<file path="src/rtl/rfr_pkg.sv">
// Package of the 3x3 rank-order filter: shared types, codes and defaults.
// Used by every module of the filter but rfr_ram; depends on nothing.
`default_nettype none

package rfr_pkg;

    // Parameter defaults
    localparam int MAX_WIDTH_DEF = 1024;
    localparam int CHANNELS_DEF  = 3;

    // Configuration register indexes and reset values
    localparam logic [1:0]  REG_RANK   = 2'd0;
    localparam logic [1:0]  REG_WIDTH  = 2'd1;
    localparam logic [1:0]  REG_HEIGHT = 2'd2;
    localparam logic [3:0]  RANK_RESET   = 4'd4;
    localparam logic [10:0] WIDTH_RESET  = 11'd640;
    localparam logic [10:0] HEIGHT_RESET = 11'd480;

    // Input command codes
    localparam logic CMD_SAMPLE = 1'b0;
    localparam logic CMD_FLUSH  = 1'b1;

    // Highest meaningful rank in a nine-value window
    localparam logic [3:0] RANK_MAX = 4'd8;
    localparam int         TAPS     = 9;

    // Depth of the queue between front and back
    localparam int QUEUE_DEPTH = 4;

    // One classified transaction handed from front to back
    typedef struct packed {
        logic [7:0] upper;   // sample two rows up
        logic [7:0] lower;   // sample one row up
        logic [7:0] smp;     // current sample
        logic       emit;    // this transaction produces a result
        logic       up;      // neighbour row above is inside the image
        logic       down;    // neighbour row below is inside the image
        logic       left;    // left neighbour is inside the image
        logic       right;   // right neighbour is inside the image
        logic       last;    // final result of the image
        logic [1:0] chan;    // channel of the result
    } item_t;

endpackage

`default_nettype wire

</file>
<file path="src/rtl/rfr_back.sv">
// Back of the rank filter: window registers, rank selection over the nine
// neighbours and the output register. Depends on rfr_pkg.
`default_nettype none

module rfr_back #(
    parameter int CHANNELS = rfr_pkg::CHANNELS_DEF
) (
    input  wire logic        aclk,
    input  wire logic        aresetn,
    input  wire logic [3:0]  rank_cfg,
    input  rfr_pkg::item_t   head,
    input  wire logic        empty,
    output logic             pop,
    output logic             out_valid,
    input  wire logic        out_ready,
    output logic [7:0]       out_value,
    output logic [1:0]       out_chan,
    output logic             out_last
);

    localparam int WIN = 3 * CHANNELS;
    localparam int N   = rfr_pkg::TAPS;

    logic advance;
    assign advance = !out_valid || out_ready;
    assign pop     = advance && !empty;

    // Window columns: index 0 is the newest
    logic [7:0] win_reg [WIN][3];
    logic [7:0] v [N];

    always_ff @(posedge aclk) begin
        if (!aresetn) begin
            for (int k = 0; k < WIN; k++) begin
                for (int r = 0; r < 3; r++) begin
                    win_reg[k][r] <= 8'd0;
                end
            end
        end else if (pop) begin
            for (int k = WIN - 1; k > 0; k--) begin
                for (int r = 0; r < 3; r++) begin
                    win_reg[k][r] <= win_reg[k-1][r];
                end
            end
            win_reg[0][0] <= head.upper;
            win_reg[0][1] <= head.lower;
            win_reg[0][2] <= head.smp;
        end
    end

    // Neighbourhood with positions outside the image forced to zero
    always_comb begin
        v[0] = (head.up && head.left)    ? win_reg[2*CHANNELS-1][0] : 8'd0;
        v[1] =  head.left                ? win_reg[2*CHANNELS-1][1] : 8'd0;
        v[2] = (head.down && head.left)  ? win_reg[2*CHANNELS-1][2] : 8'd0;
        v[3] =  head.up                  ? win_reg[CHANNELS-1][0]   : 8'd0;
        v[4] =  win_reg[CHANNELS-1][1];
        v[5] =  head.down                ? win_reg[CHANNELS-1][2]   : 8'd0;
        v[6] = (head.up && head.right)   ? head.upper               : 8'd0;
        v[7] =  head.right               ? head.lower               : 8'd0;
        v[8] = (head.down && head.right) ? head.smp                 : 8'd0;
    end

    // Stage 1: registered neighbourhood
    logic       s1_valid_reg;
    logic [7:0] s1_v_reg [N];
    logic [1:0] s1_chan_reg;
    logic       s1_last_reg;

    always_ff @(posedge aclk) begin
        if (!aresetn) begin
            s1_valid_reg <= 1'b0;
        end else if (advance) begin
            s1_valid_reg <= pop && head.emit;
        end
    end

    always_ff @(posedge aclk) begin
        if (advance) begin
            s1_v_reg    <= v;
            s1_chan_reg <= head.chan;
            s1_last_reg <= head.last;
        end
    end

    // Stage 2: sorted position of each value, ties broken by index
    logic [3:0] pos [N];
    always_comb begin
        for (int i = 0; i < N; i++) begin
            pos[i] = 4'd0;
            for (int j = 0; j < N; j++) begin
                if (j != i && (s1_v_reg[j] < s1_v_reg[i] ||
                               (s1_v_reg[j] == s1_v_reg[i] && j < i))) begin
                    pos[i] = pos[i] + 4'd1;
                end
            end
        end
    end

    logic       s2_valid_reg;
    logic [7:0] s2_v_reg [N];
    logic [3:0] s2_pos_reg [N];
    logic [1:0] s2_chan_reg;
    logic       s2_last_reg;

    always_ff @(posedge aclk) begin
        if (!aresetn) begin
            s2_valid_reg <= 1'b0;
        end else if (advance) begin
            s2_valid_reg <= s1_valid_reg;
        end
    end

    always_ff @(posedge aclk) begin
        if (advance) begin
            s2_v_reg    <= s1_v_reg;
            s2_pos_reg  <= pos;
            s2_chan_reg <= s1_chan_reg;
            s2_last_reg <= s1_last_reg;
        end
    end

    // Stage 3: pick the value whose sorted position equals the rank
    logic [3:0] rank_sat;
    logic [7:0] picked;
    always_comb begin
        rank_sat = (rank_cfg > rfr_pkg::RANK_MAX) ? rfr_pkg::RANK_MAX : rank_cfg;
        picked   = 8'd0;
        for (int i = 0; i < N; i++) begin
            if (s2_pos_reg[i] == rank_sat) begin
                picked = s2_v_reg[i];
            end
        end
    end

    // Output register
    always_ff @(posedge aclk) begin
        if (!aresetn) begin
            out_valid <= 1'b0;
        end else if (advance) begin
            out_valid <= s2_valid_reg;
        end
    end

    always_ff @(posedge aclk) begin
        if (advance) begin
            out_value <= picked;
            out_chan  <= s2_chan_reg;
            out_last  <= s2_last_reg;
        end
    end

endmodule

`default_nettype wire

</file>
<file path="config.mk">
export PLATFORM = sky130hd
export DESIGN_NAME = rfr_back
export DESIGN_NICKNAME = d
export VERILOG_FILES = /design/src/rtl/rfr_pkg.sv /design/src/rtl/rfr_back.sv
export SDC_FILE = /design/constraint.sdc
export NUM_CORES = 1
export LEC_CHECK = 0
export BUFFER_PORTS_ARGS = -buffer_cell sky130_fd_sc_hd__clkbuf_2
export CAP_MARGIN = 20
export CORE_ASPECT_RATIO = 0.5
export CORE_MARGIN = 3
export CORE_UTILIZATION = 40
export CTS_BUF_LIST = sky130_fd_sc_hd__clkbuf_8
export CTS_CLUSTER_DIAMETER = 150
export DETAILED_ROUTE_END_ITERATION = 12
export SYNTH_ARGS = -nofsm -noshare
export SYNTH_HDL_FRONTEND = slang
export SYNTH_SLANG_ARGS = --single-unit
export TNS_END_PERCENT = 1
</file>
<file path="constraint.sdc">
create_clock -name aclk -period 28.6 [get_ports aclk]
set_input_delay 5.72 -clock aclk [delete_from_list [all_inputs] [get_ports aclk]]
set_output_delay 5.72 -clock aclk [all_outputs]
set_load 0.01 [all_outputs]
</file>
==> results by group, run 1 <==
Outcome
  – Status: complete, no violations

Placed design
  – Placed inst area: ~26,000 sq um
  – Place WS: ~16,000 ps
  – Placer congestion estimate: a little over 0.9
  – Placed Instances: between 3,000 and 4,000
  – # port buffers: 52
  – HPWL Detailed: a little under 50,000 microns

Clocking
  – Clk_lat worst skew: around 620 ps
  – Clock-pin slew on the worst setup and hold paths: 60 ps
  – PostCTS Resize Cnt: 0
  – CTS Buffer Depth: 3
  – CTS tree: built
  – Clock Sinks: 344
  – Postcts setup bufs: 0
  – CTS Hold Bufs: 0
  – CTS Buf Count: 52
  – Root buffer cell: clkbuf_8
  – H-tree level count: 2

GRT
  – Met2 Track Usage GR: between 30% and 40%
  – GR met3 Demand/Resource: under 10%
  – Met1 track demand over resource: between 20% and 30%
  – Pin count of the biggest net entering global routing: about 130
  – First-pass GRT wire length: just over 100,000 microns
  – Grt ovf: 0
  – GRT Util Overall: roughly a fifth
  – Initial antenna violation count: 0
  – Most Crowded Layer GR: met2
  – Via count of the first global-routing pass: 16,880

Timing
  – Final setup fails: 0
  – Tcrit/Tclk final: 44.39%
  – Tightest hold margin: ~420 ps
  – Final Hold Fails: 0
  – Slew Viols, Final: 0
  – Fmax: 78.77 MHz
  – Slew HR: between 20% and 30%
  – Worst slew pin tran: between 1000 and 1500 ps
  – Setup WS post-layout: 15,900 ps
  – Final TNS setup: 0 ps
  – Fin crit period: between 10,000 and 15,000 ps
  – RSZ-0062 raised after global routing: no
  – Clk_skew: about 40 ps

Setup path
  – Critical path required time: 22,880 ps
  – Max Fanout on Critical Path: 27
  – Kind of start point of the critical path: primary input
  – Crit path to: pop
  – Crit path capture type: primary output
  – Worst R2R Path Depth: 20
  – Critical Path AT: about 7000 ps
  – Kind of critical path: in -> out
  – R2R Setup Slk: ~22,000 ps
  – R2r endpoint: s2_pos_reg[5]
  – Setup crit start: out_ready
  – Worst r2r src: s1_v_reg[9]

Floorplanning
  – Die height: 180.1 microns
  – Full die area: roughly 64,000 sq um
  – Core area: 59,590 sq um
  – Boundary Pins: between 50 and 60
  – Die width: about 350 microns
  – Site row count: 63
  – Initial core utilization: about two fifths

Synth
  – Mapped Cells: 2,238
  – Dominant synthesized flop cell: edfxtp_1
  – Yosys warns: 0
  – Syn Nets: roughly 2,600
  – Synth unique cells: 88
  – Seq cells post-synth: ~340
  – Async set-reset flop share out of synthesis: 0%
  – Cell area after synthesis: ~24,000 sq um
  – Post-synth EDFFs: between 300 and 400
  – Post-synthesis sequential area ratio: 42.47%
  – Syn Area/Cell: approximately 11 sq um

Worst hold path
  – Hold Crit Class: reg -> reg
  – HP Start: s1_last_reg

Routing
  – DRT Pass-1 Iters: 5
  – DRT antenna net count: 0
  – Residual DRC count: 0
  – Wirelength per Cell: roughly 21 microns
  – Drt total wl: between 60,000 and 70,000 microns
  – 1st-iter DRT viols: 1,549
  – Vias per Instance: around 5.7
  – Vias post-DR: approximately 18,000

Finish
  – Layout cells sized above 1: between 8 and 9%
  – P&R area growth vs syn: 9.199%
  – Nets@finish: around 2,700
  – Largest register FFs: 144
  – Finished Cell Area: 26,480 sq um
  – Fin cells: 3,158
  – Final core utilization: around 44%

Power
  – Worst VDD drop: around 0.037 mV
  – Lkg Pwr: about 12 nW
  – Power consumption: ~2.3 mW
  – Power per cell area: roughly 86 nW/um^2

Job
  – Max-cap violation count: 0
routing by layer:
| layer | vias up | part of all wire, % | wire (microns) |
|---|---|---|---|
| li1 | 8582 | - | - |
| met1 | 8644 | 47 | 31540 |
| met2 | 524 | 44 | 29010 |
| met3 | 116 | 6.0 | 4012 |
| met4 | 0 | 3.1 | 2091 |
| met5 | - | 0 | 0 |
report_power, final:
group	total, mW	internal, mW	switching (mW)
clock	0.390	0.191	0.199
sequential	0.699	0.655	0.0436
combinational	1.19	0.531	0.663
total	2.28	1.38	0.905
cell families (layout without fill, tap and decap cells):
kind of cell	after synthesis	in the layout	synth area share, %
flip-flops	344	344	42.47
AO/OA/AOI/OAI	453	453	12.28
adder cells (fa/ha/maj)	361	361	18.62
buffers and inverters	201	308	3.152
other	0	1	0
AND/OR/NAND/NOR	675	675	15.11
XOR/XNOR	151	151	6.010
multiplexers	53	53	2.353
worst max-delay path: stages:
cell and delay [ps]:
clkbuf_2 80, nor2b_1 730, nor2_4 230, clkbuf_2 210
layout make-up:
cell class | instances | area (sq um)
Multi-Input combinational cell | 1693 | 13210
Tap cell | 812 | 1016
Inverter | 136 | 518.0
Antenna cell | 1 | 2.502
Sequential cell | 344 | 10300
Fill cell | 5698 | 33110
Timing Repair Buffer | 79 | 465.4
Clock buffer | 52 | 715.7
Clock inverter | 41 | 255.2
cells in the mapped netlist, drive strengths merged, types with 3 or more instances:
cell type  count  area, sq um
edfxtp       341        10240
nand4         58        362.9
xor2          62        550.5
nor4b         10        87.58
nand3b         5        37.54
o311ai         3        26.28
inv          135        506.7
nand2b        22        137.6
nand2        130        488.0
o32ai          4        53.81
and3         191         1195
nor2          98        372.9
o31ai         31        237.7
o21a          16        120.1
o211ai        20        150.1
o22ai         24        168.9
nor3b          5        42.54
buf            6        32.53
or2           11        68.82
o21ai         97        489.2
ha           361         4517
a221oi        12        122.6
nor3          20        110.1
a21oi        122        610.6
and2          38        240.2
clkbuf        59        221.5
nor2b         41        256.5
xnor3          6        135.1
xnor2         83        772.0
or3            3        18.77
mux2          23        270.3
a31oi         20        140.1
dfxtp          3        60.06
nand3         34        170.2
a2111oi        9        78.83
a21o          37        277.8
a211oi        22        175.2
o21bai         3        22.52
mux2i         30        300.3
a221o          4        40.04
cells in the final DEF (no fill, tap or decap), types with 12 or more instances in the layout:
cell type / netlist / routed
xnor2_1: 77 / 77
nand3_1: 34 / 34
o211ai_1: 20 / 20
buf_4: 0 / 27
o21ai_0: 75 / 74
o22ai_1: 21 / 21
nand2_1: 130 / 130
a211oi_1: 20 / 20
nor3_1: 18 / 18
clkbuf_8: 0 / 52
o21a_1: 16 / 16
inv_1: 130 / 145
a21oi_1: 122 / 121
nor2_1: 96 / 95
xor2_1: 61 / 61
mux2_2: 18 / 18
clkinv_1: 1 / 12
ha_1: 361 / 361
o31ai_1: 30 / 30
nand4_1: 58 / 58
nand2b_1: 22 / 22
mux2i_1: 30 / 30
and3_1: 191 / 191
clkbuf_2: 0 / 51
nor2b_1: 41 / 41
a21o_1: 37 / 37
and2_1: 37 / 37
a31oi_1: 19 / 19
o21ai_1: 21 / 21
edfxtp_1: 341 / 341
worst min-delay path by stage:
stage,endpoint,slack [ps],cells past startpoint
2_1_floorplan,out_chan[0],400,0
3_3_place_gp,s2_chan_reg[1],400,0
3_5_place_dp,out_chan[1],410,0
4_1_cts,out_chan[1],420,0
5_1_grt,s2_last_reg,420,0
6_report,s2_last_reg,420,0
No activity file was read; power rests on OpenSTA's default activity.
==> inputs of run 2 (changes only) <==
==> constraint.sdc (replaced) <==
create_clock -name aclk -period 11.01 [get_ports aclk]
set_input_delay 2.202 -clock aclk [delete_from_list [all_inputs] [get_ports aclk]]
set_output_delay 2.202 -clock aclk [all_outputs]
set_load 0.01 [all_outputs]
==> run 2 against run 1 <==
Non-clock buffer count decreased by 3. Largest power group unchanged. Die area unchanged. Global-route usage increased by 0.89 points. Cell area increased by 0.13%. Clock power increased to 2.6 times the previous value. Sequential power increased to 2.6 times the previous value. Critical path type is now reg -> reg. Worst hold slack improved by 1.4 ps. First-iteration DRC count increased by 10%. Total power increased to 2.6 times the previous value.
==> results by group, run 2 (synthesis gave the netlist of run 1 again) <==
Outcome
  – Status: complete, no violations

Setup path
  – Crit path capture type: flop
  – Crit-path max cell delay: 550 ps (-180 ps)
  – Kind of critical path: reg -> reg
  – Critical Path AT: 6520 ps (-460 ps)
  – Kind of start point of the critical path: flop
  – Largest delay share family, worst path: adder cells
  – Critical path, cell by cell: inv_1 -> ha_1 -> nor2b_1 -> o2111ai_1 -> a31o_1 -> nand3_1 -> and2_1 -> ha_1 -> inv_1 -> nor3_1 -> nor2_1 -> xnor2_1 -> ha_1 -> xor2_1 -> xnor2_1 -> o21ai_0 -> a211oi_1 -> ha_1 -> mux2_2 -> ha_1 -> mux2_2
  – Worst R2R Path Depth: 21 (+5.0%)
  – CP bufs+invs: 2 (unchanged)
  – Most used cell, CP: ha_1
  – Max Fanout on Critical Path: 9 (-67%)
  – R2R Setup Slk: 4860 ps (-17,400 ps)
  – WP depth: 21 (+17)
  – Crit-path slowest cell: edfxtp_1
  – Worst r2r src: s1_v_reg[25]
  – R2r endpoint: s2_pos_reg[13]
  – Critical path required time: 11,380 ps (-11,500 ps)

Floorplanning
  – Boundary Pins: 53 (unchanged)
  – Core area: 59,590 sq um (unchanged)
  – Site row count: 63 (unchanged)
  – Die height: 180.1 microns (unchanged)
  – Die width: 354.2 microns (unchanged)
  – Initial core utilization: 40.70% (unchanged)
  – Full die area: 63,800 sq um (unchanged)

Job
  – Max-cap violation count: 0 (unchanged)

GRT
  – Grt ovf: 0 (unchanged)
  – Pin count of the biggest net entering global routing: 124 (-6.1%)
  – Via count of the first global-routing pass: 17,290 (+2.4%)
  – GRT Util Overall: 21.31% (+0.89 points)
  – Initial antenna violation count: 1 (+1)
  – First-pass GRT wire length: 103,900 microns (+3.2%)

Clocking
  – Clock Sinks: 344 (unchanged)
  – Clk_lat worst skew: 690 ps (+70 ps)
  – CTS Buffer Depth: 3 (unchanged)
  – H-tree level count: 2 (unchanged)
  – Postcts setup bufs: 0 (unchanged)
  – CTS Buf Count: 54 (+3.8%)
  – Clock-pin slew on the worst setup and hold paths: 60 ps (about the same)
  – Root buffer cell: clkbuf_8
  – CTS Hold Bufs: 0 (unchanged)
  – CTS tree: built
  – PostCTS Resize Cnt: 0 (unchanged)

Finish
  – Fin cells: 3,160 (+0.063%)
  – Multi-input logic area: 13,230 sq um (+0.11%)
  – Commonest non-fill, non-tap cell in the layout: ha_1
  – Final core utilization: 44.50% (+0.057 points)
  – Most frequent cells in the layout: ha_1, edfxtp_1, and3_1
  – Nets@finish: 2,706 (-0.037%)
  – Finished Cell Area: 26,520 sq um (+0.13%)
  – P&R area growth vs syn: 9.338%
  – Largest register FFs: 144 (unchanged)
  – Layout cells sized above 1: 8.905% (+0.035 points)
  – # fillers: 5,615 (-1.5%)
  – Register Area: 10,300 sq um (unchanged)

Power
  – Lkg Pwr: 11.78 nW (about the same)
  – Power per cell area: 224.7 nW/um^2 (+160%)
  – Net switching power: 2.390 mW (+160%)
  – Pint: 3.569 mW (+160%)
  – Sequential Power Share: 30.5% (about the same)
  – Worst VDD drop: 0.09711 mV (+160%)
  – Sw frac: 40.10% (+0.42 points)
  – Clock share of power: 17.4% (+0.3 points)
  – Power consumption: 5.959 mW (+160%)
  – Logic pwr share: 52.1% (-0.2 points)

Timing
  – Fin crit period: between 6000 and 7000 ps
  – Final setup fails: 0 (unchanged)
  – RSZ-0062 raised after global routing: no
  – Worst slew pin tran: 1172 ps (+50.42 ps)
  – Slew Viols, Final: 0 (unchanged)
  – Slew HR: 21.40% (-3.8 points)
  – Clk_skew: 70.51 ps (+31.12 ps)
  – Fmax: ~160 MHz
  – Tcrit/Tclk final: 55.86%
  – Final TNS setup: 0 ps (unchanged)
  – Final Hold Fails: 0 (unchanged)

Routing
  – Residual DRC count: 0 (unchanged)
  – Wirelength per Cell: 22.03 microns (+4.4%)
  – Vias per Instance: 5.689 (+0.55%)
  – Vias post-DR: 17,980 (+0.62%)
  – 1st-iter DRT viols: 1,704 (+10%)
  – DRT antenna net count: 0 (unchanged)
  – Drt total wl: 69,600 microns (+4.4%)
  – DRT Pass-1 Iters: 5 (unchanged)

Placed design
  – # port buffers: 52 (unchanged)
  – HPWL Detailed: 51,020 microns (+5.2%)
  – Placed Instances: 3,060 (-0.098%)
  – Placer congestion estimate: 0.9558 (+5.2%)
  – Placed inst area: 25,490 sq um (about the same)

Worst hold path
  – Worst Hold End: out_chan[0]
  – Hold Crit Class: reg -> reg
  – Hold Path Depth: 0 (unchanged)
  – HP Start: s2_chan_reg[0]
## run 2: power groups by stage
stage | Combinational, mW | Clock (mW) | Sequential, mW
detailed placement | 3.08 | 0 | 1.84
global placement | 3.02 | 0 | 1.84
finish | 3.10 | 1.03 | 1.82
global route | 3.50 | 1.11 | 1.83
CTS | 3.10 | 1.06 | 1.82
floorplan | 2.45 | 0 | 1.80
## run 2: worst max-delay path by stage
stage,slack [ps],end,from
6_report,4860,s2_pos_reg[13],s1_v_reg[25]
5_1_grt,4440,s2_pos_reg[31],s1_v_reg[57]
3_5_place_dp,4960,s2_pos_reg[13],s1_v_reg[25]
2_1_floorplan,1590,win_reg[0][0],out_ready
3_3_place_gp,5040,s2_pos_reg[5],s1_v_reg[57]
4_1_cts,4910,s2_pos_reg[13],s1_v_reg[25]
## run 2: layer usage
layer  global-route usage (%)  vias up  wire length (microns)
met4                    7.093        0                   2375
met1                    29.93     8656                  32220
met2                    31.79      586                  29410
li1                         -     8572                      -
met5                        0        -                      0
met3                    5.694      162                   5592
## run 2: area by class of cell
type	instances	share of cell area [%]
diodes	1	0.009437
inverters	136	1.953
well taps	812	3.831
repair buffers	76	1.718
flip-flops and latches	344	38.84
multi-input cells	1693	49.87
clock buffers	54	2.803
clock inverters	44	0.9673
## run 2: stage by stage
stage	hold WS [ps]	setup slack, ps
floorplan	400.3	1586
global placement	400.5	5042
detailed placement	404.5	4962
CTS	417.6	4911
global route	426.2	4438
finish	419.9	4860
## run 2: worst reg2reg max path, cell delays in order, from the launching register on
cell       delay, ps
edfxtp_1         550
inv_1            240
ha_1             360
nor2b_1          140
o2111ai_1        190
a31o_1           170
nand3_1          270
and2_1           420
ha_1             440
inv_1            170
nor3_1           100
nor2_1           380
xnor2_1          210
ha_1             290
xor2_1           190
xnor2_1          130
o21ai_0           90
a211oi_1         400
ha_1             310
mux2_2           290
ha_1             290
mux2_2           260
