### src/rtl/rfr_pkg.sv
// Package of the 3x3 rank-order filter: shared types, codes and defaults.
// Used by every module of the filter but rfr_ram; depends on nothing.
`default_nettype none

package rfr_pkg;

    // Parameter defaults
    localparam int MAX_WIDTH_DEF = 1024;
    localparam int CHANNELS_DEF  = 3;

    // Configuration register indexes and reset values
    localparam logic [1:0]  REG_RANK   = 2'd0;
    localparam logic [1:0]  REG_WIDTH  = 2'd1;
    localparam logic [1:0]  REG_HEIGHT = 2'd2;
    localparam logic [3:0]  RANK_RESET   = 4'd4;
    localparam logic [10:0] WIDTH_RESET  = 11'd640;
    localparam logic [10:0] HEIGHT_RESET = 11'd480;

    // Input command codes
    localparam logic CMD_SAMPLE = 1'b0;
    localparam logic CMD_FLUSH  = 1'b1;

    // Highest meaningful rank in a nine-value window
    localparam logic [3:0] RANK_MAX = 4'd8;
    localparam int         TAPS     = 9;

    // Depth of the queue between front and back
    localparam int QUEUE_DEPTH = 4;

    // One classified transaction handed from front to back
    typedef struct packed {
        logic [7:0] upper;   // sample two rows up
        logic [7:0] lower;   // sample one row up
        logic [7:0] smp;     // current sample
        logic       emit;    // this transaction produces a result
        logic       up;      // neighbour row above is inside the image
        logic       down;    // neighbour row below is inside the image
        logic       left;    // left neighbour is inside the image
        logic       right;   // right neighbour is inside the image
        logic       last;    // final result of the image
        logic [1:0] chan;    // channel of the result
    } item_t;

endpackage

`default_nettype wire

### src/rtl/rfr_queue.sv
// Short queue between the front and the back of the rank filter.
// Depends on rfr_pkg.
`default_nettype none

module rfr_queue (
    input  wire logic                 aclk,
    input  wire logic                 aresetn,
    input  wire logic                 push,
    input  rfr_pkg::item_t            push_item,
    input  wire logic                 pop,
    output rfr_pkg::item_t            head,
    output logic                      empty,
    output logic [$clog2(rfr_pkg::QUEUE_DEPTH+1)-1:0] count
);

    localparam int DEPTH = rfr_pkg::QUEUE_DEPTH;
    localparam int PW    = $clog2(DEPTH);
    localparam int CW    = $clog2(DEPTH + 1);

    rfr_pkg::item_t slot_reg [DEPTH];
    logic [PW-1:0]  wr_ptr_reg, rd_ptr_reg;
    logic [CW-1:0]  count_reg;
    logic           do_pop;

    assign empty  = (count_reg == '0);
    assign count  = count_reg;
    assign head   = slot_reg[rd_ptr_reg];
    assign do_pop = pop && !empty;

    // Pointers and fill level
    always_ff @(posedge aclk) begin
        if (!aresetn) begin
            wr_ptr_reg <= '0;
            rd_ptr_reg <= '0;
            count_reg  <= '0;
        end else begin
            if (push) begin
                wr_ptr_reg <= (wr_ptr_reg == PW'(DEPTH - 1)) ? '0 : wr_ptr_reg + PW'(1);
            end
            if (do_pop) begin
                rd_ptr_reg <= (rd_ptr_reg == PW'(DEPTH - 1)) ? '0 : rd_ptr_reg + PW'(1);
            end
            count_reg <= count_reg + CW'(push) - CW'(do_pop);
        end
    end

    // Storage
    always_ff @(posedge aclk) begin
        if (push) begin
            slot_reg[wr_ptr_reg] <= push_item;
        end
    end

endmodule

`default_nettype wire

### config.mk
export PLATFORM = sky130hd
export DESIGN_NAME = rfr_queue
export DESIGN_NICKNAME = d
export VERILOG_FILES = /design/src/rtl/rfr_pkg.sv /design/src/rtl/rfr_queue.sv
export SDC_FILE = /design/constraint.sdc
export NUM_CORES = 1
export LEC_CHECK = 0
export BUFFER_PORTS_ARGS = -buffer_cell sky130_fd_sc_hd__buf_2
export CORE_MARGIN = 4
export CORE_UTILIZATION = 51
export DETAILED_ROUTE_END_ITERATION = 12
export PLACE_DENSITY = 0.81
export SETUP_SLACK_MARGIN = 0.15
export SLEW_MARGIN = 20
export SYNTH_ARGS = -nofsm -noshare
export SYNTH_HDL_FRONTEND = slang
export SYNTH_SLANG_ARGS = --single-unit
### constraint.sdc
create_clock -name aclk -period 1.75 [get_ports aclk]
set_input_delay 0.2625 -clock aclk [delete_from_list [all_inputs] [get_ports aclk]]
set_output_delay 0.2625 -clock aclk [all_outputs]
set_load 0.05 [all_outputs]
==> impl_metrics.prom, run 1 <==
# TYPE chip_impl_metric gauge
chip_impl_metric{name="final-hold-violation-count",unit=""} 0
chip_impl_info{name="cp-end-kind",value="output pin"} 1
chip_impl_metric{name="setup_tns",unit="ps"} -9975
chip_impl_metric{name="highest_ir_drop_seen_on_vdd",unit="mV"} 1.278
chip_impl_metric{name="drv_slew",unit=""} 0
chip_impl_metric{name="numCtsBuffers",unit=""} 17
chip_impl_metric{name="postSynthCellCount",unit=""} 211
chip_impl_metric{name="largest_fanout_on_the_critical_path",unit=""} 7
chip_impl_metric{name="drtPass1Iterations",unit=""} 4
chip_impl_metric{name="area_occupied_by_multi_input_gates",unit="mm^2"} 0.001002
chip_impl_metric{name="die_area",unit="mm^2"} 0.01170
chip_impl_metric{name="period_minus_slack",unit="ps"} 2112
chip_impl_metric{name="finalWirelength",unit="um"} 9490
chip_impl_metric{name="worst-r2r-setup-slack",unit="ps"} -190
chip_impl_metric{name="numPortBuffers",unit=""} 71
chip_impl_metric{name="syn2layout_area_growth",unit="%"} 34.94
chip_impl_metric{name="overflow",unit=""} 0
chip_impl_info{name="rr_startpoint",value="count[0]"} 1
chip_impl_metric{name="antennaDiodeCount",unit=""} 0
chip_impl_metric{name="synth_seq_cells",unit=""} 137
chip_impl_metric{name="maximum_number_of_pins_on_one_net_before_global_route_repair",unit=""} 33
chip_impl_metric{name="filler_cell_count",unit=""} 589
chip_impl_metric{name="die_x",unit="um"} 108.2
chip_impl_metric{name="grt_first_pass_wirelength",unit="um"} 14720
chip_impl_metric{name="design.portCount",unit=""} 72
chip_impl_metric{name="synth_nets",unit=""} 255
chip_impl_metric{name="timing.critical_path.arrival",unit="ps"} 1850
chip_impl_info{name="hold_path.class",value="input port to flip-flop"} 1
chip_impl_metric{name="seqCellArea",unit="mm^2"} 0.004038
chip_impl_metric{name="hold_path_depth",unit=""} 2
chip_impl_metric{name="dieHeight",unit="um"} 108.2
chip_impl_metric{name="htree_levels",unit=""} 4
chip_impl_metric{name="synth-async-reset-ratio",unit=""} 0
chip_impl_info{name="synth-main-ff-cell",value="edfxtp_1"} 1
chip_impl_metric{name="largest_register_ff_count",unit=""} 128
chip_impl_metric{name="yosysSeqAreaShare",unit=""} 0.7863
chip_impl_metric{name="synth_area_per_cell",unit="um^2"} 24.25
chip_impl_metric{name="clock_insertion_delay_worst_skew",unit="ps"} 510
chip_impl_metric{name="final.setup.worst_slack",unit="ps"} -361.6
chip_impl_metric{name="worst_tran_pin_value",unit="ps"} 506.7
chip_impl_metric{name="design_area",unit="mm^2"} 0.006905
chip_impl_metric{name="clock_path_buffers",unit=""} 2
chip_impl_metric{name="globalplace.congestion",unit=""} 0.7371
chip_impl_metric{name="core-area",unit="mm^2"} 0.009774
chip_impl_info{name="status",value="finished with violations"} 1
chip_impl_metric{name="final_layout_size_suffix_gt1_frac",unit=""} 0.4574
chip_impl_metric{name="postRouteAntennaNets",unit=""} 0
chip_impl_metric{name="timing.final.setup_violations",unit=""} 34
chip_impl_metric{name="num-nets-final",unit=""} 384
chip_impl_metric{name="final.setup_skew",unit="ps"} 6.701
chip_impl_info{name="grt_setup_unrepaired",value="yes"} 1
chip_impl_metric{name="first_iter_violations",unit=""} 97
chip_impl_info{name="clock_tree_from_tritoncts",value="done"} 1
chip_impl_metric{name="hold_ws",unit="ps"} 35.65
chip_impl_info{name="setup.worst_path.class",value="flip-flop to output pin"} 1
chip_impl_metric{name="post_dp_cell_area",unit="mm^2"} 0.005697
chip_impl_metric{name="initial_core_utilization",unit=""} 0.5236
chip_impl_metric{name="drcViolationCount",unit=""} 0
chip_impl_metric{name="routed_wire_length_per_instance",unit="um"} 19.57
chip_impl_metric{name="clk_transition_reported_paths",unit="ps"} 60
chip_impl_metric{name="max_cap_violations",unit=""} 0
chip_impl_metric{name="synth-edff-count",unit=""} 128
chip_impl_metric{name="final.period_utilization",unit=""} 1.207
chip_impl_metric{name="place_ws",unit="ps"} -132.5
chip_impl_metric{name="vias",unit=""} 2505
chip_impl_metric{name="timing.fmax",unit="MHz"} 473.6
chip_impl_metric{name="max-slew-margin-rel",unit=""} 0.6622
chip_impl_metric{name="via_per_inst",unit=""} 5.165
chip_impl_metric{name="power_density",unit="mW/mm^2"} 1537
chip_impl_metric{name="timing.reg2reg.worst_path_depth",unit=""} 8
chip_impl_metric{name="vias_in_the_first_global_route",unit=""} 2760
chip_impl_info{name="violations",value="setup timing"} 1
chip_impl_info{name="crit-reg2reg-capture",value="count[2]"} 1
chip_impl_metric{name="total_power",unit="uW"} 10610
chip_impl_metric{name="cts.sinks",unit=""} 137
chip_impl_metric{name="netlist_area",unit="mm^2"} 0.005117
chip_impl_metric{name="yosys.cell_types.count",unit=""} 20
chip_impl_metric{name="dp_hpwl",unit="um"} 5093
chip_impl_metric{name="track_usage",unit=""} 0.1758
chip_impl_info{name="startpoint_type",value="flip-flop"} 1
chip_impl_metric{name="core.rowCount",unit=""} 36
chip_impl_info{name="holdCritStartpoint",value="aresetn"} 1
chip_impl_info{name="clockRootBuffer",value="clkbuf_8"} 1
chip_impl_metric{name="required_time_of_the_worst_setup_path",unit="ps"} 1490
chip_impl_metric{name="antenna_found_initial",unit=""} 0
chip_impl_metric{name="yosys_warnings",unit=""} 0
chip_impl_metric{name="power_leakage",unit="uW"} 0.002440
chip_impl_info{name="holdPathEnd",value="count[0]"} 1
-- final cells by class --
| class | count | area share |
|---|---|---|
| sequential | 137 | 0.5847 |
| clock buffer | 17 | 0.05997 |
| clock inverter | 14 | 0.02627 |
| inverter | 6 | 0.003261 |
| tap | 133 | 0.02410 |
| timing repair buffer | 117 | 0.1566 |
| multi-input combinational | 61 | 0.1451 |
-- kinds of logic (layout without fill, tap and decap cells) --
family	after synthesis	count (layout)	synth area share
compound gates	2	2	0.002689
xor+xnor	1	1	0.004401
buf+inv	13	154	0.02127
fa+ha+maj	8	8	0.02103
mux	35	35	0.1482
flops	137	137	0.7863
simple gates	15	15	0.01614
-- cells in the final DEF, fill, tap and decap left out, drive strengths merged --
master and instances:
edfxtp 128, bufinv 4, nand2b 1, buf 85, inv 6, clkinvlp 4, mux2i 3, nor2 3
o31a 1, fa 1, or3b 2, dfxtp 9, dlygate4sd3 32, xnor3 1, ha 7, nand2 3
a21oi 1, clkinv 6, nor3 1, clkbuf 17, and2 5, mux4 32
-- Yosys cell counts (2+ instances only) --
cell type  number  share of area
edfxtp_1      128           0.75
mux2i_1         3         0.0059
and2_1          5         0.0061
dfxtp_1         9          0.035
mux4_1          2          0.010
buf_2           3         0.0029
nor2_1          3         0.0022
or3b_2          2         0.0034
nand2_1         3         0.0022
ha_1            7          0.017
inv_1           6         0.0044
buf_12          3          0.012
mux4_2         30           0.13
-- where the power goes --
| part | leakage, uW | internal [uW] | switching (uW) |
|---|---|---|---|
| Combinational | 0.000907 | 1400 | 1810 |
| Clock | 0.000280 | 2280 | 1250 |
| Sequential | 0.00125 | 3790 | 83.5 |
-- layer usage --
| metal | GRT usage | part of all wire |
|---|---|---|
| met5 | 0 | 0 |
| met1 | 0.2202 | 0.41 |
| met2 | 0.2886 | 0.52 |
| met3 | 0.05433 | 0.050 |
| met4 | 0.07033 | 0.015 |
-- metrics by stage --
step / std cells / utilization
2_1_floorplan: 211 / -
3_3_place_gp: 418 / 0.5828
3_5_place_dp: 418 / 0.5828
4_1_cts: 483 / 0.7043
5_1_grt: 485 / 0.7065
6_report: 485 / 0.7065
-- worst max-delay path by stage --
stage,startpoint,to,slack (ps),depth (start not counted)
2_1_floorplan,count[0],count[1],-150,7
3_3_place_gp,count[0],count[2],-40,8
3_5_place_dp,count[0],count[2],-130,8
4_1_cts,flip-flop,head[29],-380,4
5_1_grt,flip-flop,head[20],-420,4
6_report,flip-flop,head[29],-360,4
-- critical path, stage by stage (launching register included) --
cell	delay, ps
dfxtp_4	410
buf_12	120
buf_16	130
mux4_2	510
buf_6	170
-- timing repair --
item | 4_1_cts | 5_1_grt
pin swaps | 2 | 3
hold buffers | 32 | 0
endpoints found under the setup margin | 131 | 35
setup buffers | 1 | 2
gates cloned | 1 | 0
resized for setup | 77 | 3
hold endpoints to repair | 128 | 0
(Power assumes the default switching activity.)
==> inputs of run 2 (changes only) <==
- ABC_AREA: not set -> 1
- CORE_UTILIZATION: 51 -> 55
- CTS_CLUSTER_SIZE: not set -> 8
- PLACE_DENSITY: 0.81 -> 0.83
- clock period: 1.75 -> 2 ns (I/O delays scaled with it)
==> run 2 against run 1 <==
  * The flow still finishes with violations (setup timing)
  * Area after synthesis up 2.7%
  * First-iteration DRC count rose by 130%
  * Hold slack got worse by 15 ps
  * Worst setup slack improved by 290 ps
  * Combinational power is 53% higher
  * Global-route usage increased by 5.5 points
  * Wire length increased by 42%
  * Critical path type unchanged
  * Highest routed layer unchanged
==> impl_metrics.prom, run 2 <==
# TYPE chip_impl_metric gauge
chip_impl_metric{name="postLayoutCoreUtil",unit=""} 0.8177
chip_impl_info{name="rr_startpoint",value="count[1]"} 1
chip_impl_metric{name="grt_first_pass_wirelength",unit="um"} 19290
chip_impl_info{name="clock_tree_from_tritoncts",value="done"} 1
chip_impl_metric{name="filler_cell_count",unit=""} 453
chip_impl_metric{name="timing.final.setup_violations",unit=""} 15
chip_impl_metric{name="finalWirelength",unit="um"} 13510
chip_impl_metric{name="track_usage",unit=""} 0.2308
chip_impl_metric{name="power_density",unit="mW/mm^2"} 1509
chip_impl_metric{name="clock_path_buffers",unit=""} 2
chip_impl_metric{name="vias_in_the_first_global_route",unit=""} 3702
chip_impl_metric{name="design_area",unit="mm^2"} 0.007591
chip_impl_metric{name="numPortBuffers",unit=""} 71
chip_impl_metric{name="maximum_number_of_pins_on_one_net_before_global_route_repair",unit=""} 33
chip_impl_metric{name="clk_transition_reported_paths",unit="ps"} 60
chip_impl_metric{name="largest_register_ff_count",unit=""} 128
chip_impl_metric{name="final_layout_size_suffix_gt1_frac",unit=""} 0.4176
chip_impl_metric{name="synth_fa_ha_area_frac",unit=""} 0.02048
chip_impl_info{name="synth-main-ff-cell",value="edfxtp_1"} 1
chip_impl_metric{name="drv_slew",unit=""} 0
chip_impl_metric{name="numCtsBuffers",unit=""} 17
chip_impl_info{name="hold_path.class",value="input port to flip-flop"} 1
chip_impl_metric{name="dieHeight",unit="um"} 105.7
chip_impl_metric{name="die_area",unit="mm^2"} 0.01118
chip_impl_metric{name="final.setup_skew",unit="ps"} 9.379
chip_impl_metric{name="final.period_utilization",unit=""} 1.034
chip_impl_metric{name="initial_core_utilization",unit=""} 0.5659
chip_impl_metric{name="cts.sinks",unit=""} 137
chip_impl_metric{name="synth_nets",unit=""} 416
chip_impl_metric{name="max_cap_violations",unit=""} 0
chip_impl_info{name="holdCritStartpoint",value="push_item[12]"} 1
chip_impl_metric{name="yosysSeqAreaShare",unit=""} 0.7659
chip_impl_metric{name="yosys.cell_types.count",unit=""} 20
chip_impl_metric{name="timing.fmax",unit="MHz"} 483.5
chip_impl_info{name="cp-end-kind",value="output pin"} 1
chip_impl_metric{name="routed_wire_length_per_instance",unit="um"} 20.75
chip_impl_metric{name="antennaDiodeCount",unit=""} 0
chip_impl_metric{name="via_per_inst",unit=""} 5.639
chip_impl_info{name="startpoint_type",value="flip-flop"} 1
chip_impl_info{name="most_frequently_used_cell_type_in_the_post_synthesis_netlist",value="edfxtp_1"} 1
chip_impl_metric{name="final-hold-violation-count",unit=""} 0
chip_impl_info{name="grt_setup_unrepaired",value="yes"} 1
chip_impl_metric{name="largest_fanout_on_the_critical_path",unit=""} 6
chip_impl_metric{name="hold_path_depth",unit=""} 1
chip_impl_metric{name="max-slew-margin-rel",unit=""} 0.7202
chip_impl_info{name="synth_top_cell_by_area",value="edfxtp_1"} 1
chip_impl_metric{name="synth-async-reset-ratio",unit=""} 0
chip_impl_metric{name="power_leakage",unit="uW"} 0.002814
chip_impl_metric{name="synth-edff-count",unit=""} 128
chip_impl_metric{name="synth_simple_gate_area_share",unit=""} 0.06311
chip_impl_info{name="holdPathEnd",value="slot_reg[3][12]"} 1
chip_impl_info{name="final_cell_mix",value="edfxtp_1, nor2_1, buf_2"} 1
chip_impl_metric{name="total_power",unit="uW"} 11450
chip_impl_metric{name="first_iter_violations",unit=""} 227
chip_impl_metric{name="post_dp_cell_area",unit="mm^2"} 0.005759
chip_impl_metric{name="yosys_warnings",unit=""} 0
chip_impl_metric{name="layout.cells.non_filler",unit=""} 651
chip_impl_info{name="violations",value="setup timing"} 1
chip_impl_metric{name="postRouteAntennaNets",unit=""} 0
chip_impl_info{name="setup.worst_path.class",value="flip-flop to output pin"} 1
chip_impl_metric{name="final.setup.worst_slack",unit="ps"} -68.19
chip_impl_metric{name="core.rowCount",unit=""} 35
chip_impl_metric{name="globalplace.congestion",unit=""} 0.7820
chip_impl_metric{name="highest_ir_drop_seen_on_vdd",unit="mV"} 1.052
chip_impl_metric{name="num-nets-final",unit=""} 553
chip_impl_metric{name="core-area",unit="mm^2"} 0.009284
chip_impl_metric{name="worst-r2r-setup-slack",unit="ps"} 110
chip_impl_metric{name="antenna_found_initial",unit=""} 0
chip_impl_metric{name="synth_seq_cells",unit=""} 137
chip_impl_metric{name="design.portCount",unit=""} 72
chip_impl_info{name="synth.area.top_cells",value="edfxtp_1, nor2_1, o22ai_1, dfxtp_1, o21ai_0"} 1
chip_impl_metric{name="die_x",unit="um"} 105.7
chip_impl_metric{name="placedCellCount",unit=""} 567
chip_impl_metric{name="synth.top_cell.area_share",unit=""} 0.7316
chip_impl_metric{name="drcViolationCount",unit=""} 0
chip_impl_metric{name="synth_area_per_cell",unit="um^2"} 14.12
chip_impl_info{name="ys_top_cells_by_count",value="edfxtp_1, nor2_1, o21ai_0, o22ai_1, o21ai_1"} 1
chip_impl_metric{name="vias",unit=""} 3671
chip_impl_metric{name="setup_tns",unit="ps"} -440.9
chip_impl_metric{name="overflow",unit=""} 0
chip_impl_metric{name="synth_mux_area_frac",unit=""} 0
chip_impl_metric{name="period_minus_slack",unit="ps"} 2068
chip_impl_info{name="status",value="finished with violations"} 1
chip_impl_info{name="final_common_cell",value="edfxtp_1"} 1
chip_impl_metric{name="drtPass1Iterations",unit=""} 5
chip_impl_metric{name="required_time_of_the_worst_setup_path",unit="ps"} 1700
chip_impl_metric{name="synth_compound_area_frac",unit=""} 0.1029
chip_impl_info{name="clockRootBuffer",value="clkbuf_8"} 1
chip_impl_metric{name="htree_levels",unit=""} 4
chip_impl_metric{name="postSynthCellCount",unit=""} 372
chip_impl_info{name="synth_top_family_by_area",value="compound AO/OA/AOI/OAI gates"} 1
chip_impl_info{name="crit-reg2reg-capture",value="count[1]"} 1
chip_impl_metric{name="post_synth_xor_area_fraction",unit=""} 0.001667
chip_impl_metric{name="dp_hpwl",unit="um"} 6061
chip_impl_metric{name="syn2layout_area_growth",unit="%"} 44.49
chip_impl_metric{name="clock_insertion_delay_worst_skew",unit="ps"} 530
chip_impl_metric{name="netlist_area",unit="mm^2"} 0.005254
chip_impl_metric{name="timing.reg2reg.worst_path_depth",unit=""} 10
chip_impl_metric{name="timing.critical_path.arrival",unit="ps"} 1770
chip_impl_metric{name="worst_tran_pin_value",unit="ps"} 419.7
run 2: worst max path at each step:
stage                         start        to  slack, ps  depth (start not counted)
after floorplan            count[1]  count[2]       -130                         11
after global placement     count[1]  count[2]        190                         11
after detailed placement   count[1]  count[2]        100                         12
after CTS                 flip-flop   head[5]        -60                          6
after global routing      flip-flop   head[5]       -140                          5
final                     flip-flop  head[30]        -70                          6
run 2: cells by family (layout without fill, tap and decap cells):
kind of cell             count (synthesis)  after routing
AND/OR/NAND/NOR                         87             87
XOR/XNOR                                 1              1
flip-flops                             137            137
AO/OA/AOI/OAI                          100            100
adder cells (fa/ha/maj)                  8              8
buffers and inverters                   39            189
run 2: layout make-up:
class	count	area (um^2)	area share
Clock inverter	15	172.7	0.02275
Tap cell	129	161.4	0.02126
Timing Repair Buffer	135	1319	0.1737
Clock buffer	17	414.1	0.05456
Sequential cell	137	4043	0.5326
Multi-Input combinational cell	196	1329	0.1750
Inverter	19	108.9	0.01434
Timing Repair inverter	3	43.79	0.005769
run 2: layer usage:
layer  part of all wire  vias to the layer above  global-route usage
met5                  0                        -                   0
met4              0.016                        0             0.08048
met3              0.072                       20             0.05083
met2               0.54                      173              0.4194
met1               0.37                     1822              0.2690
li1                   -                     1656                   -
run 2: critical path: stages, from the launching register on:
cell	delay, ps
dfxtp_4	400
buf_8	140
buf_12	120
buf_16	120
o21ai_2	50
o22ai_1	180
buf_4	230
run 2: stage by stage:
stage	hold WS, ps	setup slack (ps)
detailed placement	512.1	101.0
floorplan	397.0	-134.0
global placement	508.4	186.0
global route	6.593	-136.0
CTS	3.980	-59.08
finish	20.65	-68.19
run 2: report_power, final:
part | switching, uW | internal (uW)
Combinational | 3070 | 1840
Clock | 1340 | 1730
Sequential | 127 | 3350
run 2: timing repair:
action | in CTS | in global routing
resized for setup | 90 | 100
pin swaps | 12 | 33
hold endpoints to repair | 118 | 0
hold buffers | 30 | 0
endpoints found under the setup margin | 34 | 34
buffers inserted | 10 | 2
cloned | 7 | 3
==> inputs of run 3 (changes only) <==
- ABC_AREA: 1 -> not set
==> run 3 against run 2 <==
  * The run still ends with setup timing left
  * First-iteration DRC count fell by 15%
  * Flip-flop and latch count unchanged
  * Via count down 30%
  * Combinational power is 44% lower
  * Wire length fell by 24%
  * Cell count decreased by 31%
==> impl_metrics.prom, run 3 (synthesized netlist as in run 1, its figures left out) <==
# TYPE chip_impl_metric gauge
chip_impl_metric{name="track_usage",unit=""} 0.2020
chip_impl_metric{name="htree_levels",unit=""} 4
chip_impl_metric{name="vias_in_the_first_global_route",unit=""} 2778
chip_impl_metric{name="met3_grt_util",unit=""} 0.05773
chip_impl_metric{name="cts.sinks",unit=""} 137
chip_impl_info{name="grt_setup_unrepaired",value="yes"} 1
chip_impl_info{name="rr_startpoint",value="count[2]"} 1
chip_impl_metric{name="finalWirelength",unit="um"} 10260
chip_impl_metric{name="max_cap_violations",unit=""} 0
chip_impl_metric{name="final.setup_skew",unit="ps"} 7.202
chip_impl_info{name="hold_path.class",value="input port to flip-flop"} 1
chip_impl_metric{name="period_minus_slack",unit="ps"} 2176
chip_impl_metric{name="postRouteAntennaNets",unit=""} 0
chip_impl_metric{name="gr-usage-met2",unit=""} 0.3427
chip_impl_metric{name="core-area",unit="mm^2"} 0.008891
chip_impl_metric{name="design.portCount",unit=""} 72
chip_impl_metric{name="num-nets-final",unit=""} 373
chip_impl_metric{name="dp_hpwl",unit="um"} 5494
chip_impl_metric{name="timing.critical_path.arrival",unit="ps"} 1880
chip_impl_metric{name="final.period_utilization",unit=""} 1.088
chip_impl_metric{name="clock_insertion_delay_worst_skew",unit="ps"} 510
chip_impl_metric{name="layout.cells.non_filler",unit=""} 450
chip_impl_metric{name="via_per_inst",unit=""} 5.733
chip_impl_metric{name="numPortBuffers",unit=""} 71
chip_impl_metric{name="worst_tran_pin_value",unit="ps"} 883.5
chip_impl_info{name="setup.worst_path.class",value="flip-flop to output pin"} 1
chip_impl_metric{name="largest_fanout_on_the_critical_path",unit=""} 5
chip_impl_metric{name="dieHeight",unit="um"} 104.5
chip_impl_metric{name="drv_slew",unit=""} 0
chip_impl_metric{name="first_iter_violations",unit=""} 194
chip_impl_metric{name="power_leakage",unit="uW"} 0.002414
chip_impl_info{name="clockRootBuffer",value="clkbuf_8"} 1
chip_impl_metric{name="clock_path_buffers",unit=""} 2
chip_impl_metric{name="grt_first_pass_wirelength",unit="um"} 15960
chip_impl_metric{name="syn2layout_area_growth",unit="%"} 33.20
chip_impl_metric{name="required_time_of_the_worst_setup_path",unit="ps"} 1700
chip_impl_metric{name="numCtsBuffers",unit=""} 17
chip_impl_info{name="final_common_cell",value="edfxtp_1"} 1
chip_impl_metric{name="max-slew-margin-rel",unit=""} 0.4110
chip_impl_metric{name="clk_transition_reported_paths",unit="ps"} 60
chip_impl_metric{name="maximum_number_of_pins_on_one_net_before_global_route_repair",unit=""} 33
chip_impl_info{name="cp-end-kind",value="output pin"} 1
chip_impl_metric{name="drcViolationCount",unit=""} 0
chip_impl_metric{name="postLayoutCoreUtil",unit=""} 0.7667
chip_impl_metric{name="largest_register_ff_count",unit=""} 128
chip_impl_metric{name="filler_cell_count",unit=""} 441
chip_impl_metric{name="core.rowCount",unit=""} 34
chip_impl_metric{name="power_density",unit="mW/mm^2"} 1375
chip_impl_metric{name="highest_ir_drop_seen_on_vdd",unit="mV"} 1.217
chip_impl_metric{name="antenna_found_initial",unit=""} 0
chip_impl_metric{name="timing.final.setup_violations",unit=""} 32
chip_impl_metric{name="final_layout_size_suffix_gt1_frac",unit=""} 0.4708
chip_impl_metric{name="globalplace.congestion",unit=""} 0.6850
chip_impl_metric{name="initial_core_utilization",unit=""} 0.5756
chip_impl_metric{name="overflow",unit=""} 0
chip_impl_metric{name="routed_wire_length_per_instance",unit="um"} 22.81
chip_impl_metric{name="drtPass1Iterations",unit=""} 4
chip_impl_metric{name="antennaDiodeCount",unit=""} 0
chip_impl_metric{name="die_x",unit="um"} 104.5
chip_impl_info{name="holdCritStartpoint",value="push_item[2]"} 1
chip_impl_metric{name="timing.fmax",unit="MHz"} 459.6
chip_impl_metric{name="final.setup.worst_slack",unit="ps"} -175.8
chip_impl_info{name="status",value="finished with violations"} 1
chip_impl_metric{name="final-hold-violation-count",unit=""} 0
chip_impl_info{name="final_cell_mix",value="edfxtp_1, buf_2, mux4_2"} 1
chip_impl_info{name="clock_tree_from_tritoncts",value="done"} 1
chip_impl_metric{name="vias",unit=""} 2580
chip_impl_metric{name="die_area",unit="mm^2"} 0.01091
chip_impl_metric{name="use_met1",unit=""} 0.2500
chip_impl_metric{name="placedCellCount",unit=""} 389
chip_impl_info{name="globalRoute.busiestLayer",value="met2"} 1
chip_impl_info{name="violations",value="setup timing"} 1
chip_impl_info{name="startpoint_type",value="flip-flop"} 1
-- run 3: changes by cell type in the layout (fill, tap and decap cells not counted), moves of 12 or more --
cell     delta
o21ai_2    -20
mux4_2     +32
o22ai_1    -12
nor2_2     -15
o21ai_1    -28
buf_4      -23
o22ai_2    -19
nor2_1     -49
o21ai_0    -13
-- run 3: cell type report --
cell class | count | area, um^2 | share of cell area
tap | 108 | 135.1 | 0.01982
inverter | 6 | 22.52 | 0.003304
clock inverter | 14 | 196.4 | 0.02882
clock buffer | 18 | 417.9 | 0.06131
timing repair buffer | 106 | 1020 | 0.1496
multi-input combinational | 61 | 987.2 | 0.1448
sequential | 137 | 4038 | 0.5923
-- run 3: final timing paths --
check / end / slack [ps] / cells after the start
setup / recovery: head[15] / -180 / 4
hold / removal: slot_reg[2][2] / 20 / 1
setup reg to reg: count[2] / 160 / 8
hold reg to reg: flip-flop / 490 / 2
-- run 3: power by group --
group,total (uW),switching (uW),internal [uW]
Sequential,3420,105,3320
Combinational,2750,1540,1210
Clock,3200,1170,2030
Total,9380,2810,6560
-- run 3: per-stage QoR --
stage               hold WS (ps)  power, uW  instance area [um^2]  worst slack [ps]  TNS, ps
floorplan                  398.9       5193                  5129             96.35        0
global placement           483.4       5552                  5623             145.1        0
detailed placement         488.0       5594                  5623             95.78        0
CTS                        1.356       9411                  6797            -200.8    -4706
global route              0.3821       9691                  6817            -241.8    -6092
finish                     19.10       9375                  6817            -175.8    -3842
-- run 3: repair_timing --
item,in CTS,in global routing
endpoints found under the setup margin,34,34
cloned,3,0
setup buffers,4,0
pin swaps,2,1
hold endpoints to repair,75,8
hold buffers,20,2
gates resized for setup,77,1
-- run 3: critical path: stages, from the launching register on --
cell and delay [ps]:
dfxtp_4 420, buf_12 140, buf_16 120, mux4_2 520, buf_8 170
-- run 3: per-layer routing --
layer  share of wire  routed length [um]
met5               0                   0
met4           0.012                 119
met3           0.066                 678
met2            0.53                5439
met1            0.39                4025
